## config.mk

```make
export PLATFORM = sky130hd
export DESIGN_NAME = block_average_error_estimator_core
export DESIGN_NICKNAME = d
export VERILOG_FILES = /design/src/design/bae_pkg.sv /design/src/design/block_average_error_estimator_core.sv /design/src/design/bae_iter_unit.sv
export SDC_FILE = /design/constraint.sdc
export NUM_CORES = 2
export LEC_CHECK = 0
export BUFFER_PORTS_ARGS = -buffer_cell sky130_fd_sc_hd__buf_2
export CORE_ASPECT_RATIO = 2
export CORE_MARGIN = 2
export CORE_UTILIZATION = 40
export CTS_CLUSTER_SIZE = 16
export DETAILED_ROUTE_END_ITERATION = 10
export PLACE_DENSITY = 0.63
export SLEW_MARGIN = 15
export SYNTH_ARGS = -nofsm -noshare
export SYNTH_HDL_FRONTEND = slang
export SYNTH_SLANG_ARGS = --single-unit
```

## constraint.sdc

```tcl
create_clock -name clk -period 14.3 [get_ports clk]
set_clock_uncertainty 0.2 [all_clocks]
set_input_delay 1.43 -clock clk [delete_from_list [all_inputs] [get_ports clk]]
set_output_delay 1.43 -clock clk [all_outputs]
set_load 0.005 [all_outputs]
```

## src/design/bae_pkg.sv

```systemverilog
// ============================================================================
// bae_pkg: shared types and constants of the block average error estimator
// Holds the sequencer states, the shared unit's operation codes and the
// control bundle passed from the sequencer to the iterative unit.
// ============================================================================
package bae_pkg;

  localparam int LEN_BITS = 16;
  localparam logic [LEN_BITS-1:0] LEN_RESET = 16'd100;

  typedef enum logic {
    OP_DIV,
    OP_SQRT
  } op_t;

  typedef struct packed {
    logic start;
    op_t  op;
  } iter_ctrl_t;

  typedef enum logic [3:0] {
    ST_ACC,
    ST_DIV_A,
    ST_DIV_B,
    ST_UPD_A,
    ST_UPD_B,
    ST_MEAN,
    ST_MSQ,
    ST_VAR,
    ST_VDIV,
    ST_ROOT,
    ST_OUT
  } state_t;

endpackage

```

## src/design/block_average_error_estimator_core.sv

```systemverilog
// ============================================================================
// block_average_error_estimator_core: blocking mean and standard error
// Accumulates samples into blocks and, at each block close, reports the
// progressive means and blocking standard errors of the sample and of its
// squared deviation from one half.
// ============================================================================
//
//  Channel  Direction  Ports                          Transfer
//  in       input      in_valid/in_ready, in_sample   one sample
//  out      output     out_valid/out_ready, out_*     one result per block
//  cfg      input      cfg_valid/cfg_ready, cfg_data  block length write
//
// A sample is taken every cycle while a block fills. When a block closes,
// the shared divide and square root unit runs, and in_ready is low during
// that time. The result waits in an output register, so filling of the
// next block goes on while it is not taken. Reset is synchronous and
// active low; it restores a block length of 100 and clears all sums and
// counts.
//
module block_average_error_estimator_core #(
  parameter int SAMPLE_BITS      = 16,
  parameter int BLOCK_COUNT_BITS = 16
) (
  input  logic                          clk,
  input  logic                          rst_n,
  input  logic                          in_valid,
  output logic                          in_ready,
  input  logic [SAMPLE_BITS-1:0]        in_sample,
  output logic                          out_valid,
  input  logic                          out_ready,
  output logic [BLOCK_COUNT_BITS-1:0]   out_block_index,
  output logic [SAMPLE_BITS-1:0]        out_progressive_mean,
  output logic [SAMPLE_BITS-1:0]        out_mean_error,
  output logic [SAMPLE_BITS-2:0]        out_progressive_devsq_mean,
  output logic [SAMPLE_BITS-1:0]        out_devsq_error,
  input  logic                          cfg_valid,
  output logic                          cfg_ready,
  input  logic [bae_pkg::LEN_BITS-1:0]  cfg_data
);
  import bae_pkg::*;

  localparam int S   = SAMPLE_BITS;
  localparam int C   = BLOCK_COUNT_BITS;
  localparam int VW  = (C > LEN_BITS) ? C : LEN_BITS;
  localparam int DW  = 2 * S + VW;
  localparam int BSW = S + LEN_BITS;
  localparam int BDW = 2 * S + LEN_BITS - 2;
  localparam int MSW = S + C;
  localparam int MQW = 2 * S + C;
  localparam int DSW = S - 1 + C;
  localparam int DQW = 2 * S - 2 + C;

  state_t state_r, state_nxt;
  logic   launched_r, launched_nxt;
  logic   sel_r, sel_nxt;
  logic   out_valid_r, out_valid_nxt;

  logic [LEN_BITS-1:0] block_len_r;
  logic [LEN_BITS-1:0] cnt_r, cnt_nxt;
  logic [BSW-1:0]      bsum_r, bsum_nxt;
  logic [BDW-1:0]      bdsq_r, bdsq_nxt;
  logic [C-1:0]        blocks_r, blocks_nxt;
  logic [MSW-1:0]      sum_m_r, sum_m_nxt;
  logic [MQW-1:0]      sumsq_m_r, sumsq_m_nxt;
  logic [DSW-1:0]      sum_d_r, sum_d_nxt;
  logic [DQW-1:0]      sumsq_d_r, sumsq_d_nxt;

  logic [S-1:0]   a_r, a_nxt;
  logic [S-2:0]   b_r, b_nxt;
  logic [S-1:0]   m_r, m_nxt;
  logic [2*S-1:0] q_r, q_nxt;
  logic [2*S-1:0] v_r, v_nxt;
  logic [S-1:0]   res_mean_r, res_mean_nxt;
  logic [S-1:0]   res_merr_r, res_merr_nxt;
  logic [S-2:0]   res_dmean_r, res_dmean_nxt;
  logic [S-1:0]   res_derr_r, res_derr_nxt;
  logic           out_load;

  logic [C-1:0] out_index_r;
  logic [S-1:0] out_mean_r, out_merr_r, out_derr_r;
  logic [S-2:0] out_dmean_r;

  iter_ctrl_t     ctrl;
  logic [DW-1:0]  dividend, quot;
  logic [VW-1:0]  divisor;
  logic           done;
  logic [S-1:0]   root;

  logic [LEN_BITS-1:0] len_eff, cnt_inc;
  logic [S-1:0]        dev, sq_op;
  logic [2*S-1:0]      sq;
  logic [MSW-1:0]      sum_sel;
  logic [MQW-1:0]      sumsq_sel;
  logic                sat;

  localparam logic [S-1:0] HALF = S'(1) << (S - 1);

  bae_iter_unit #(
    .SAMPLE_BITS (S),
    .DIV_W       (DW),
    .DVSR_W      (VW)
  ) u_iter (
    .clk      (clk),
    .rst_n    (rst_n),
    .ctrl     (ctrl),
    .dividend (dividend),
    .divisor  (divisor),
    .done     (done),
    .quotient (quot),
    .root     (root)
  );

  assign in_ready  = (state_r == ST_ACC);
  assign cfg_ready = 1'b1;
  assign len_eff   = (block_len_r == '0) ? LEN_BITS'(1) : block_len_r;
  assign cnt_inc   = cnt_r + 1'b1;
  assign dev       = (in_sample >= HALF) ? (in_sample - HALF) : (HALF - in_sample);
  assign sq        = (2 * S)'(sq_op) * (2 * S)'(sq_op);
  assign sum_sel   = sel_r ? MSW'(sum_d_r) : sum_m_r;
  assign sumsq_sel = sel_r ? MQW'(sumsq_d_r) : sumsq_m_r;
  assign sat       = (blocks_r == '1);

  always_comb begin
    state_nxt     = state_r;
    launched_nxt  = launched_r;
    sel_nxt       = sel_r;
    out_valid_nxt = out_valid_r && !out_ready;
    out_load      = 1'b0;
    ctrl.start    = 1'b0;
    ctrl.op       = OP_DIV;
    dividend      = '0;
    divisor       = '0;
    sq_op         = '0;
    cnt_nxt       = cnt_r;
    bsum_nxt      = bsum_r;
    bdsq_nxt      = bdsq_r;
    blocks_nxt    = blocks_r;
    sum_m_nxt     = sum_m_r;
    sumsq_m_nxt   = sumsq_m_r;
    sum_d_nxt     = sum_d_r;
    sumsq_d_nxt   = sumsq_d_r;
    a_nxt         = a_r;
    b_nxt         = b_r;
    m_nxt         = m_r;
    q_nxt         = q_r;
    v_nxt         = v_r;
    res_mean_nxt  = res_mean_r;
    res_merr_nxt  = res_merr_r;
    res_dmean_nxt = res_dmean_r;
    res_derr_nxt  = res_derr_r;

    case (state_r)
      ST_ACC: begin
        sq_op = dev;
        if (in_valid) begin
          cnt_nxt  = cnt_inc;
          bsum_nxt = bsum_r + BSW'(in_sample);
          bdsq_nxt = bdsq_r + BDW'(sq);
          if (cnt_inc >= len_eff) begin
            state_nxt = ST_DIV_A;
          end
        end
      end
      ST_DIV_A: begin
        dividend = DW'(bsum_r);
        divisor  = VW'(cnt_r);
        if (!launched_r) begin
          ctrl.start   = 1'b1;
          launched_nxt = 1'b1;
        end else if (done) begin
          launched_nxt = 1'b0;
          a_nxt        = quot[S-1:0];
          state_nxt    = ST_DIV_B;
        end
      end
      ST_DIV_B: begin
        dividend = DW'(bdsq_r);
        divisor  = VW'(cnt_r);
        if (!launched_r) begin
          ctrl.start   = 1'b1;
          launched_nxt = 1'b1;
        end else if (done) begin
          launched_nxt = 1'b0;
          b_nxt        = quot[2*S-2:S];
          state_nxt    = ST_UPD_A;
        end
      end
      ST_UPD_A: begin
        sq_op    = a_r;
        cnt_nxt  = '0;
        bsum_nxt = '0;
        bdsq_nxt = '0;
        if (!sat) begin
          sum_m_nxt   = sum_m_r + MSW'(a_r);
          sumsq_m_nxt = sumsq_m_r + MQW'(sq);
        end
        state_nxt = ST_UPD_B;
      end
      ST_UPD_B: begin
        sq_op = S'(b_r);
        if (!sat) begin
          sum_d_nxt   = sum_d_r + DSW'(b_r);
          sumsq_d_nxt = sumsq_d_r + DQW'(sq);
          blocks_nxt  = blocks_r + 1'b1;
        end
        sel_nxt   = 1'b0;
        state_nxt = ST_MEAN;
      end
      ST_MEAN: begin
        dividend = DW'(sum_sel);
        divisor  = VW'(blocks_r);
        if (!launched_r) begin
          ctrl.start   = 1'b1;
          launched_nxt = 1'b1;
        end else if (done) begin
          launched_nxt = 1'b0;
          m_nxt        = quot[S-1:0];
          if (sel_r) begin
            res_dmean_nxt = quot[S-2:0];
          end else begin
            res_mean_nxt = quot[S-1:0];
          end
          if (blocks_r > C'(1)) begin
            state_nxt = ST_MSQ;
          end else begin
            if (sel_r) begin
              res_derr_nxt = '0;
              state_nxt    = ST_OUT;
            end else begin
              res_merr_nxt = '0;
              sel_nxt      = 1'b1;
              state_nxt    = ST_MEAN;
            end
          end
        end
      end
      ST_MSQ: begin
        dividend = DW'(sumsq_sel);
        divisor  = VW'(blocks_r);
        if (!launched_r) begin
          ctrl.start   = 1'b1;
          launched_nxt = 1'b1;
        end else if (done) begin
          launched_nxt = 1'b0;
          q_nxt        = quot[2*S-1:0];
          state_nxt    = ST_VAR;
        end
      end
      ST_VAR: begin
        sq_op     = m_r;
        v_nxt     = (q_r > sq) ? (q_r - sq) : '0;
        state_nxt = ST_VDIV;
      end
      ST_VDIV: begin
        dividend = DW'(v_r);
        divisor  = VW'(blocks_r - 1'b1);
        if (!launched_r) begin
          ctrl.start   = 1'b1;
          launched_nxt = 1'b1;
        end else if (done) begin
          launched_nxt = 1'b0;
          v_nxt        = quot[2*S-1:0];
          state_nxt    = ST_ROOT;
        end
      end
      ST_ROOT: begin
        ctrl.op  = OP_SQRT;
        dividend = {v_r, {VW{1'b0}}};
        if (!launched_r) begin
          ctrl.start   = 1'b1;
          launched_nxt = 1'b1;
        end else if (done) begin
          launched_nxt = 1'b0;
          if (sel_r) begin
            res_derr_nxt = root;
            state_nxt    = ST_OUT;
          end else begin
            res_merr_nxt = root;
            sel_nxt      = 1'b1;
            state_nxt    = ST_MEAN;
          end
        end
      end
      ST_OUT: begin
        if (!out_valid_r || out_ready) begin
          out_load      = 1'b1;
          out_valid_nxt = 1'b1;
          state_nxt     = ST_ACC;
        end
      end
      default: begin
        state_nxt = ST_ACC;
      end
    endcase
  end

  always_ff @(posedge clk) begin
    if (!rst_n) begin
      state_r     <= ST_ACC;
      launched_r  <= 1'b0;
      sel_r       <= 1'b0;
      out_valid_r <= 1'b0;
      block_len_r <= LEN_RESET;
      cnt_r       <= '0;
      bsum_r      <= '0;
      bdsq_r      <= '0;
      blocks_r    <= '0;
      sum_m_r     <= '0;
      sumsq_m_r   <= '0;
      sum_d_r     <= '0;
      sumsq_d_r   <= '0;
    end else begin
      state_r     <= state_nxt;
      launched_r  <= launched_nxt;
      sel_r       <= sel_nxt;
      out_valid_r <= out_valid_nxt;
      if (cfg_valid) begin
        block_len_r <= cfg_data;
      end
      cnt_r     <= cnt_nxt;
      bsum_r    <= bsum_nxt;
      bdsq_r    <= bdsq_nxt;
      blocks_r  <= blocks_nxt;
      sum_m_r   <= sum_m_nxt;
      sumsq_m_r <= sumsq_m_nxt;
      sum_d_r   <= sum_d_nxt;
      sumsq_d_r <= sumsq_d_nxt;
    end
  end

  always_ff @(posedge clk) begin
    a_r         <= a_nxt;
    b_r         <= b_nxt;
    m_r         <= m_nxt;
    q_r         <= q_nxt;
    v_r         <= v_nxt;
    res_mean_r  <= res_mean_nxt;
    res_merr_r  <= res_merr_nxt;
    res_dmean_r <= res_dmean_nxt;
    res_derr_r  <= res_derr_nxt;
    if (out_load) begin
      out_index_r <= blocks_r - 1'b1;
      out_mean_r  <= res_mean_r;
      out_merr_r  <= res_merr_r;
      out_dmean_r <= res_dmean_r;
      out_derr_r  <= res_derr_r;
    end
  end

  assign out_valid                  = out_valid_r;
  assign out_block_index            = out_index_r;
  assign out_progressive_mean       = out_mean_r;
  assign out_mean_error             = out_merr_r;
  assign out_progressive_devsq_mean = out_dmean_r;
  assign out_devsq_error            = out_derr_r;

endmodule

```

## src/design/bae_iter_unit.sv

```systemverilog
// ============================================================================
// bae_iter_unit: shared iterative divide and square root unit
// A restoring divider that retires one quotient bit per cycle, and a
// digit-by-digit square root that retires one root bit per cycle, both
// built around one compare and subtract.
// ============================================================================
module bae_iter_unit #(
  parameter int SAMPLE_BITS = 16,
  parameter int DIV_W       = 48,
  parameter int DVSR_W      = 16
) (
  input  logic                   clk,
  input  logic                   rst_n,
  input  bae_pkg::iter_ctrl_t    ctrl,
  input  logic [DIV_W-1:0]       dividend,
  input  logic [DVSR_W-1:0]      divisor,
  output logic                   done,
  output logic [DIV_W-1:0]       quotient,
  output logic [SAMPLE_BITS-1:0] root
);
  import bae_pkg::*;

  localparam int RW = ((DVSR_W > SAMPLE_BITS) ? DVSR_W : SAMPLE_BITS) + 2;
  localparam int CW = $clog2(DIV_W + 1);

  logic [DIV_W-1:0]       op_r, op_nxt;
  logic [RW-1:0]          rem_r, rem_nxt;
  logic [SAMPLE_BITS-1:0] root_r, root_nxt;
  logic [DVSR_W-1:0]      dvsr_r;
  logic [CW-1:0]          cnt_r;
  logic                   busy_r, done_r;
  op_t                    mode_r;

  logic [RW-1:0] cand, trial, diff;
  logic          ge;

  always_comb begin
    if (mode_r == OP_SQRT) begin
      cand  = {rem_r[RW-3:0], op_r[DIV_W-1:DIV_W-2]};
      trial = RW'({root_r, 2'b01});
    end else begin
      cand  = {rem_r[RW-2:0], op_r[DIV_W-1]};
      trial = RW'(dvsr_r);
    end
    ge      = (cand >= trial);
    diff    = cand - trial;
    rem_nxt = ge ? diff : cand;
    if (mode_r == OP_SQRT) begin
      op_nxt   = {op_r[DIV_W-3:0], 2'b00};
      root_nxt = {root_r[SAMPLE_BITS-2:0], ge};
    end else begin
      op_nxt   = {op_r[DIV_W-2:0], ge};
      root_nxt = root_r;
    end
  end

  always_ff @(posedge clk) begin
    if (!rst_n) begin
      busy_r <= 1'b0;
      done_r <= 1'b0;
      cnt_r  <= '0;
    end else begin
      done_r <= 1'b0;
      if (ctrl.start) begin
        busy_r <= 1'b1;
        cnt_r  <= (ctrl.op == OP_SQRT) ? CW'(SAMPLE_BITS) : CW'(DIV_W);
      end else if (busy_r) begin
        cnt_r <= cnt_r - 1'b1;
        if (cnt_r == CW'(1)) begin
          busy_r <= 1'b0;
          done_r <= 1'b1;
        end
      end
    end
  end

  always_ff @(posedge clk) begin
    if (ctrl.start) begin
      op_r   <= dividend;
      rem_r  <= '0;
      root_r <= '0;
      dvsr_r <= divisor;
      mode_r <= ctrl.op;
    end else if (busy_r) begin
      op_r   <= op_nxt;
      rem_r  <= rem_nxt;
      root_r <= root_nxt;
    end
  end

  assign done     = done_r;
  assign quotient = op_r;
  assign root     = root_r;

endmodule
```

**Yosys cells after proc, flatten, opt, wreduce, memory -nomap -nowiden**

Index checks and enable logic that the tools add are counted.

- Muxes and demuxes: 79
- Magnitude comparators: 5
- Reduce and logical (&&, ||, !) cells: 30
- $mul: 1
- Bitwise gates (word level): 4
- Equal/unequal tests: 32
- Add/sub/neg operators: 14

Operator list:

| operator | count |
|---|---|
| 48-bit one-hot mux with 6 select lines | 1 |
| 16-bit two-way mux | 17 |
| 48-bit two-way mux | 4 |
| 32-bit two-way mux | 5 |
| 32-bit one-hot mux with 2 select lines | 2 |
| 16-bit one-hot mux with 2 select lines | 3 |
| 46-bit by 32-bit adder with 46-bit output | 2 |
| 46-bit one-hot mux with 2 select lines | 1 |
| 4-bit two-way mux | 17 |
| 32-bit by 16-bit adder with 32-bit output | 2 |
| 16-bit one-hot mux with 4 select lines | 1 |
| 48-bit by 32-bit adder with 48-bit output | 1 |
| 16-bit one-hot mux with 3 select lines | 1 |
| 46-bit two-way mux | 1 |
| 4-bit one-hot mux with 11 select lines | 1 |
| 18-bit two-way mux | 2 |
| 16-bit by 1-bit adder with 16-bit output (second input constant) | 2 |
| 32-bit > comparator | 1 |
| 16-bit by 16-bit multiplier with 32-bit output | 1 |
| 32-bit subtractor | 1 |
| 31-bit by 15-bit adder with 31-bit output | 1 |
| 2-bit != test (second input constant) | 13 |
| 18-bit greater-or-equal comparator | 1 |
| 1-bit two-way mux | 18 |
| other kinds (35) | 66 |

- Flip-flop bits (word level): 649
- Input port bits: 37

**Longest topological paths before layout**

- Word-level depth: 7
- Mapped depth: 43
- Depth with buffers taken out: 41

**Hierarchy**

A second synthesis with hierarchy kept.

- Cells, all modules: 4884
- Area, all modules: 44567.7 um^2

By module, submodules not included:

| module | area an instance (um^2) | instances | cells an instance | seq. area each (um^2) |
|---|---|---|---|---|
| block_average_error_estimator_core | 38723.4 | 1 | 4295 | 13402.9 |
| bae_iter_unit | 5844.4 | 1 | 589 | 2772.7 |

**Least setup slack after synthesis**

Ideal clock, no wire load.

- Path type: in2reg
- Start point: input in_sample[3]
- End point: register sumsq_m_r[37]
- Stages on the path: 37
- Slack: 3.534 ns
- Required time: 13.972 ns
- Arrival: 10.438 ns
- Cells stage by stage: or3_1 -> nor3b_1 -> nor2_1 -> xnor2_1 -> o2111ai_1 -> clkinv_1 -> nor2_1 -> inv_1 -> fa_1 -> fa_1 -> inv_1 -> ha_1 -> fa_1 -> ha_1 -> inv_1 -> fa_1 -> inv_1 -> ha_1 -> and3_1 -> a2111o_1 -> a311oi_2 -> o211ai_2 -> a211oi_2 -> o21ba_2 -> o21bai_1 -> a21o_1 -> xor2_1 -> ha_1 -> a21oi_1 -> o221ai_1 -> a21oi_1 -> nor2b_1 -> o41ai_1 -> a21oi_4 -> o311ai_0 -> xor2_1 -> nor2_1

- Cells in the longest elaborated chain, start to end: 5
- Elaborated cells between the ends (all ways): 7
- Classes of those cells: add/sub: 3; mul: 1; order compare: 1; mux: 2

RTL lines:

| item | line | text |
|---|---|---|
| from (decl) | block_average_error_estimator_core.sv:28 | `input logic [SAMPLE_BITS-1:0] in_sample,` |
| 16-bit subtractor / 16-bit greater-or-equal comparator (equally long branches) | block_average_error_estimator_core.sv:117 | `assign dev = (in_sample >= HALF) ? (in_sample - HALF) : (HALF - in_sample);` |
| 16-bit two-way mux * | block_average_error_estimator_core.sv:117 |  |
| 16-bit one-hot mux with 4 select lines * | block_average_error_estimator_core.sv:152 | `case (state_r)` |
| 16-bit by 16-bit multiplier with 32-bit output * | block_average_error_estimator_core.sv:118 | `assign sq = (2 * S)'(sq_op) * (2 * S)'(sq_op);` |
| 48-bit by 32-bit adder with 48-bit output * | block_average_error_estimator_core.sv:195 | `sumsq_m_nxt = sumsq_m_r + MQW'(sq);` |
| to (signal assigned) | block_average_error_estimator_core.sv:325 | `sumsq_m_r <= sumsq_m_nxt;` |
| to (decl) | block_average_error_estimator_core.sv:64 | `logic [MQW-1:0] sumsq_m_r, sumsq_m_nxt;` |

Every way passes the cells marked *; elsewhere a longest branch is shown, timed or not.
A chain may end at the register's enable or synchronous reset.

**Final worst setup path**

- Start point: input in_sample[3]
- End point: register v_r[30] (data pin)

- Cells in the longest elaborated chain, start to end: 7
- Elaborated cells between the ends (all ways): 10
- Classes of those cells: add/sub: 3; mul: 1; order compare: 2; mux: 4

RTL lines:

| item | line | text |
|---|---|---|
| 16-bit subtractor / 16-bit greater-or-equal comparator (equally long branches) | block_average_error_estimator_core.sv:117 |  |
| 16-bit two-way mux * | block_average_error_estimator_core.sv:117 |  |
| 16-bit one-hot mux with 4 select lines * | block_average_error_estimator_core.sv:152 |  |
| 16-bit by 16-bit multiplier with 32-bit output * | block_average_error_estimator_core.sv:118 |  |
| 32-bit subtractor / 32-bit > comparator (equally long branches) | block_average_error_estimator_core.sv:251 | `v_nxt = (q_r > sq) ? (q_r - sq) : '0;` |
| 32-bit two-way mux * | block_average_error_estimator_core.sv:251 |  |
| 32-bit one-hot mux with 2 select lines * | block_average_error_estimator_core.sv:152 |  |
| named net v_nxt[30] | block_average_error_estimator_core.sv:72 | `logic [2*S-1:0] v_r, v_nxt;` |
| to (signal assigned) | block_average_error_estimator_core.sv:336 | `v_r <= v_nxt;` |
| to (decl) | block_average_error_estimator_core.sv:72 |  |

Mark *: on every way through the listed nets, which the timed path passes. The rest lies on a longest branch.

==> flow_summary.html <==
<table>
<tr><th>Metric</th><th>Value</th></tr>
<tr><th colspan="2">Critical path</th></tr>
<tr><td>Category of the worst setup path capture point</td><td>register</td></tr>
<tr><td>Kind of cell with the highest combined delay on the critical path</td><td>adder cells</td></tr>
<tr><td>Endpoint required time on the critical path</td><td>14.56 ns</td></tr>
<tr><td>Arrival time worst endpoint</td><td>12.26 ns</td></tr>
<tr><td>Largest driver fanout on the critical path</td><td>10</td></tr>
<tr><td>Cell depth of the worst flop-to-flop path</td><td>34</td></tr>
<tr><td>Largest stage delay, worst path</td><td>0.84 ns</td></tr>
<tr><td>Launching element type of the critical path</td><td>primary input</td></tr>
<tr><td>Worst Path Buf+Inv</td><td>8</td></tr>
<tr><td>Cell with the biggest individual delay on the critical path</td><td>xor2_1</td></tr>
<tr><td>Instance count on the critical path</td><td>38</td></tr>
<tr><td>Critical path class</td><td>primary input to register</td></tr>
<tr><th colspan="2">Logic synthesis</th></tr>
<tr><td>Share of Yosys cell area claimed by the top area cell type</td><td>21.35%</td></tr>
<tr><td>Post-Syn Area</td><td>44,740 µm²</td></tr>
<tr><td>Sequential-to-total area share from yosys stat</td><td>36.16%</td></tr>
<tr><td>Prevailing post-synth register cell</td><td>dfxtp_1</td></tr>
<tr><td>YS warnings</td><td>0</td></tr>
<tr><td>Area leader, netlist</td><td>edfxtp_1</td></tr>
<tr><td>Largest cells by area after synthesis</td><td>edfxtp_1 21%, dfxtp_1 15%, ha_1 8.8%</td></tr>
<tr><td>EDFF count, synth</td><td>318</td></tr>
<tr><td>Share of async-settable or async-resettable flops after synthesis</td><td>0%</td></tr>
<tr><td>Synthesis-stage register bit count</td><td>649</td></tr>
<tr><td>Post-Synthesis Cells</td><td>4,842</td></tr>
<tr><td>Library cells used by synthesis</td><td>99</td></tr>
<tr><td>Post-synthesis area per instance</td><td>9.239 µm²</td></tr>
<tr><td>Syn nets</td><td>5,361</td></tr>
<tr><th colspan="2">Timing</th></tr>
<tr><td>RSZ-0062 raised after global routing</td><td>false</td></tr>
<tr><td>Worst Tran Pin Value</td><td>1.257 ns</td></tr>
<tr><td>Fmax</td><td>83.29 MHz</td></tr>
<tr><td>Final-report hold violation count</td><td>0</td></tr>
<tr><td>Normalized max-slew margin</td><td>13.83%</td></tr>
<tr><td>Minimum period implied by the final worst setup slack</td><td>12.01 ns</td></tr>
<tr><td>Final sum of negative setup slack</td><td>0 ns</td></tr>
<tr><td>Final-report setup violation count</td><td>0</td></tr>
<tr><td>Share of the cycle needed by the critical path after routing</td><td>83.96%</td></tr>
<tr><td>Number of pins with negative max-slew slack in the final report</td><td>0</td></tr>
<tr><th colspan="2">Clock network</th></tr>
<tr><td>Maximum buffer depth of the clock tree</td><td>3</td></tr>
<tr><td>H-Tree Depth</td><td>2</td></tr>
<tr><td>Hold buffers post-CTS</td><td>0</td></tr>
<tr><td>Clock insertion delay at the later pin of the skew report</td><td>0.72 ns</td></tr>
<tr><td>CTS root buf</td><td>clkbuf_16</td></tr>
<tr><td>Clock-pin transition on the worst setup and hold timing paths</td><td>0.08 ns</td></tr>
<tr><td>TritonCTS clock tree</td><td>built</td></tr>
<tr><td>Number of buffers inserted by post-CTS setup repair</td><td>0</td></tr>
<tr><td>Sinks on the clock net</td><td>649</td></tr>
<tr><td>TritonCTS buffer count</td><td>58</td></tr>
<tr><td>CTS-repair resized insts</td><td>0</td></tr>
<tr><th colspan="2">Route</th></tr>
<tr><td>DRC violations left</td><td>0</td></tr>
<tr><td>Final Routed Wirelength</td><td>154.2 mm</td></tr>
<tr><td>Routed Antenna Nets</td><td>0</td></tr>
<tr><td>First-pass DRT Iterations</td><td>6</td></tr>
<tr><td>Via count</td><td>37,580</td></tr>
<tr><td>Starting DRC count in detailed routing</td><td>2,817</td></tr>
<tr><td>Wire length per cell</td><td>24.10 µm</td></tr>
<tr><td>Post-DR vias/cell</td><td>5.874</td></tr>
<tr><th colspan="2">Status</th></tr>
<tr><td>Status</td><td>completed</td></tr>
<tr><th colspan="2">Layout</th></tr>
<tr><td>Fraction of layout cells with a size suffix above 1</td><td>7.700%</td></tr>
<tr><td>Layout filler cell count</td><td>10,730</td></tr>
<tr><td>Top library cells by usage in the layout, fill and taps aside</td><td>546 x nand2_1, 348 x inv_1, 346 x a21oi_1</td></tr>
<tr><td>Nets</td><td>5,378</td></tr>
<tr><td>Leading cell type in the layout, fill and taps excluded</td><td>nand2_1</td></tr>
<tr><td>Synth-to-layout area growth</td><td>9.361%</td></tr>
<tr><th colspan="2">GRT</th></tr>
<tr><td>GR Layer Usage met2</td><td>47.41%</td></tr>
<tr><td>Global route overflow</td><td>0</td></tr>
<tr><td>Number of global-route vias before repair</td><td>37,360</td></tr>
<tr><td>Met1 routing resource usage after global routing</td><td>26.06%</td></tr>
<tr><td>Met3 track demand over resource</td><td>3.199%</td></tr>
<tr><td>Most used routing layer in global routing</td><td>met2</td></tr>
<tr><td>First-pass GRT wire length</td><td>227.8 mm</td></tr>
<tr><td>Total global-route track usage</td><td>26.52%</td></tr>
<tr><td>Initial antenna violation count</td><td>4</td></tr>
<tr><td>Largest net degree at the start of global routing</td><td>98</td></tr>
<tr><th colspan="2">Place</th></tr>
<tr><td>Detailed-placement wirelength estimate</td><td>118.5 mm</td></tr>
<tr><td>Final GP Congestion</td><td>0.9796</td></tr>
<tr><td>Count of buffers inserted at the top-level ports</td><td>117</td></tr>
<tr><th colspan="2">Die</th></tr>
<tr><td>Vert. Die Dim</td><td>476.9 µm</td></tr>
<tr><td>Floorplan die width</td><td>240.5 µm</td></tr>
<tr><td>Cell row count</td><td>173</td></tr>
<tr><td>Area inside the core boundary</td><td>111,000 µm²</td></tr>
<tr><td>Area of the die</td><td>114,700 µm²</td></tr>
<tr><td>Boundary Pins</td><td>119</td></tr>
<tr><td>Initial core utilization</td><td>40.29%</td></tr>
<tr><th colspan="2">Job</th></tr>
<tr><td>Number of max-cap violations</td><td>0</td></tr>
<tr><th colspan="2">Hold path</th></tr>
<tr><td>Min-Delay Path Depth</td><td>0</td></tr>
<tr><td>Worst hold-check path type</td><td>register to register</td></tr>
</table>
per-stage QoR:
stage	hold WS (ns)	cells	cell area (µm²)	setup slack, ns	util, %
after CTS	0.2050	6395	48880	2.447	44.02
after global placement	0.2007	6285	46860	1.918	42.20
after detailed placement	0.2045	6285	46860	1.809	42.20
after floorplan	0.2003	4842	44740	3.534	-
final	0.2074	6398	48920	2.294	44.06
after global routing	0.2145	6397	48920	1.752	44.06
registers in the layout (all words and copies together), names as in the netlist, 17 cells and up:
| register | flops |
|---|---|
| sum_d_r | 31 |
| u_iter.quotient | 48 |
| v_r | 32 |
| sumsq_m_r | 48 |
| bsum_r | 32 |
| bdsq_r | 46 |
| u_iter.rem_r | 17 |
| q_r | 32 |
| sum_m_r | 32 |
| sumsq_d_r | 46 |
per-layer routing:
metal	up-vias	routed length, µm
met5	-	0
met4	0	17630
met3	616	7652
met2	1431	77950
met1	18240	50940
li1	17300	-
cells by family (layout without fill, tap and decap cells):
| family | after synthesis | count (layout) | synth area share, % |
|---|---|---|---|
| buffers and inverters | 578 | 645 | 4.962 |
| multiplexers | 177 | 177 | 4.053 |
| other | 1 | 3 | 0.008383 |
| flip-flops | 649 | 649 | 36.16 |
| XOR/XNOR | 298 | 298 | 5.834 |
| adder cells (fa/ha/maj) | 482 | 482 | 16.27 |
| AND/OR/NAND/NOR | 1462 | 1462 | 15.14 |
| AO/OA/AOI/OAI | 1195 | 1195 | 17.58 |
final timing paths:
check | from | endpoint | slack (ns)
max reg2reg | state_r[3]$_SDFFE_PN0P_ | sumsq_m_r[33]$_SDFFE_PN0P_ | 2.30
min | res_mean_r[11]$_DFFE_PP_ | out_progressive_mean[11]$_DFFE_PP_ | 0.21
min reg2reg | res_mean_r[11]$_DFFE_PP_ | out_progressive_mean[11]$_DFFE_PP_ | 0.21
max | in_sample[3] | v_r[30]$_DFFE_PP_ | 2.29
layout make-up:
type	instances	area (µm²)	share of cell area [%]
inverters	356	1341	2.742
multi-input cells	3615	26450	54.07
clock inverters	38	467.9	0.9565
repair buffers	179	1071	2.189
clock buffers	72	1544	3.156
well taps	1487	1861	3.803
flip-flops and latches	649	16180	33.07
diodes	2	5.005	0.01023
Yosys cell counts, types with 13 or more instances:
cell type  instances
nand4_1           47
a31oi_1           38
a21oi_1          348
a22oi_1           52
a22o_1            47
o22ai_1           21
o211ai_1          29
buf_2             23
nand3_1          116
a21o_1            97
fa_1             166
dfxtp_1          331
nand3b_1          13
a2111oi_0         15
ha_1             316
mux2i_1          147
or3_1             46
nor2b_1           48
o31ai_1           25
xnor2_1          185
nor3_1            93
nand2_1          548
nand2b_1          42
mux2_2            29
a221oi_1          24
and3_1            64
buf_1             14
o21bai_1          25
o21ai_0          232
nor4_1            25
xor2_1           113
nor2_1           339
edfxtp_1         318
o21a_1            27
clkbuf_1         180
inv_1            349
or4_1             13
and2_1            27
a211oi_1          68
Power is left out: the tool's default activity adds up to more than one toggle a clock period on the data nets, which glitch-free logic cannot reach.
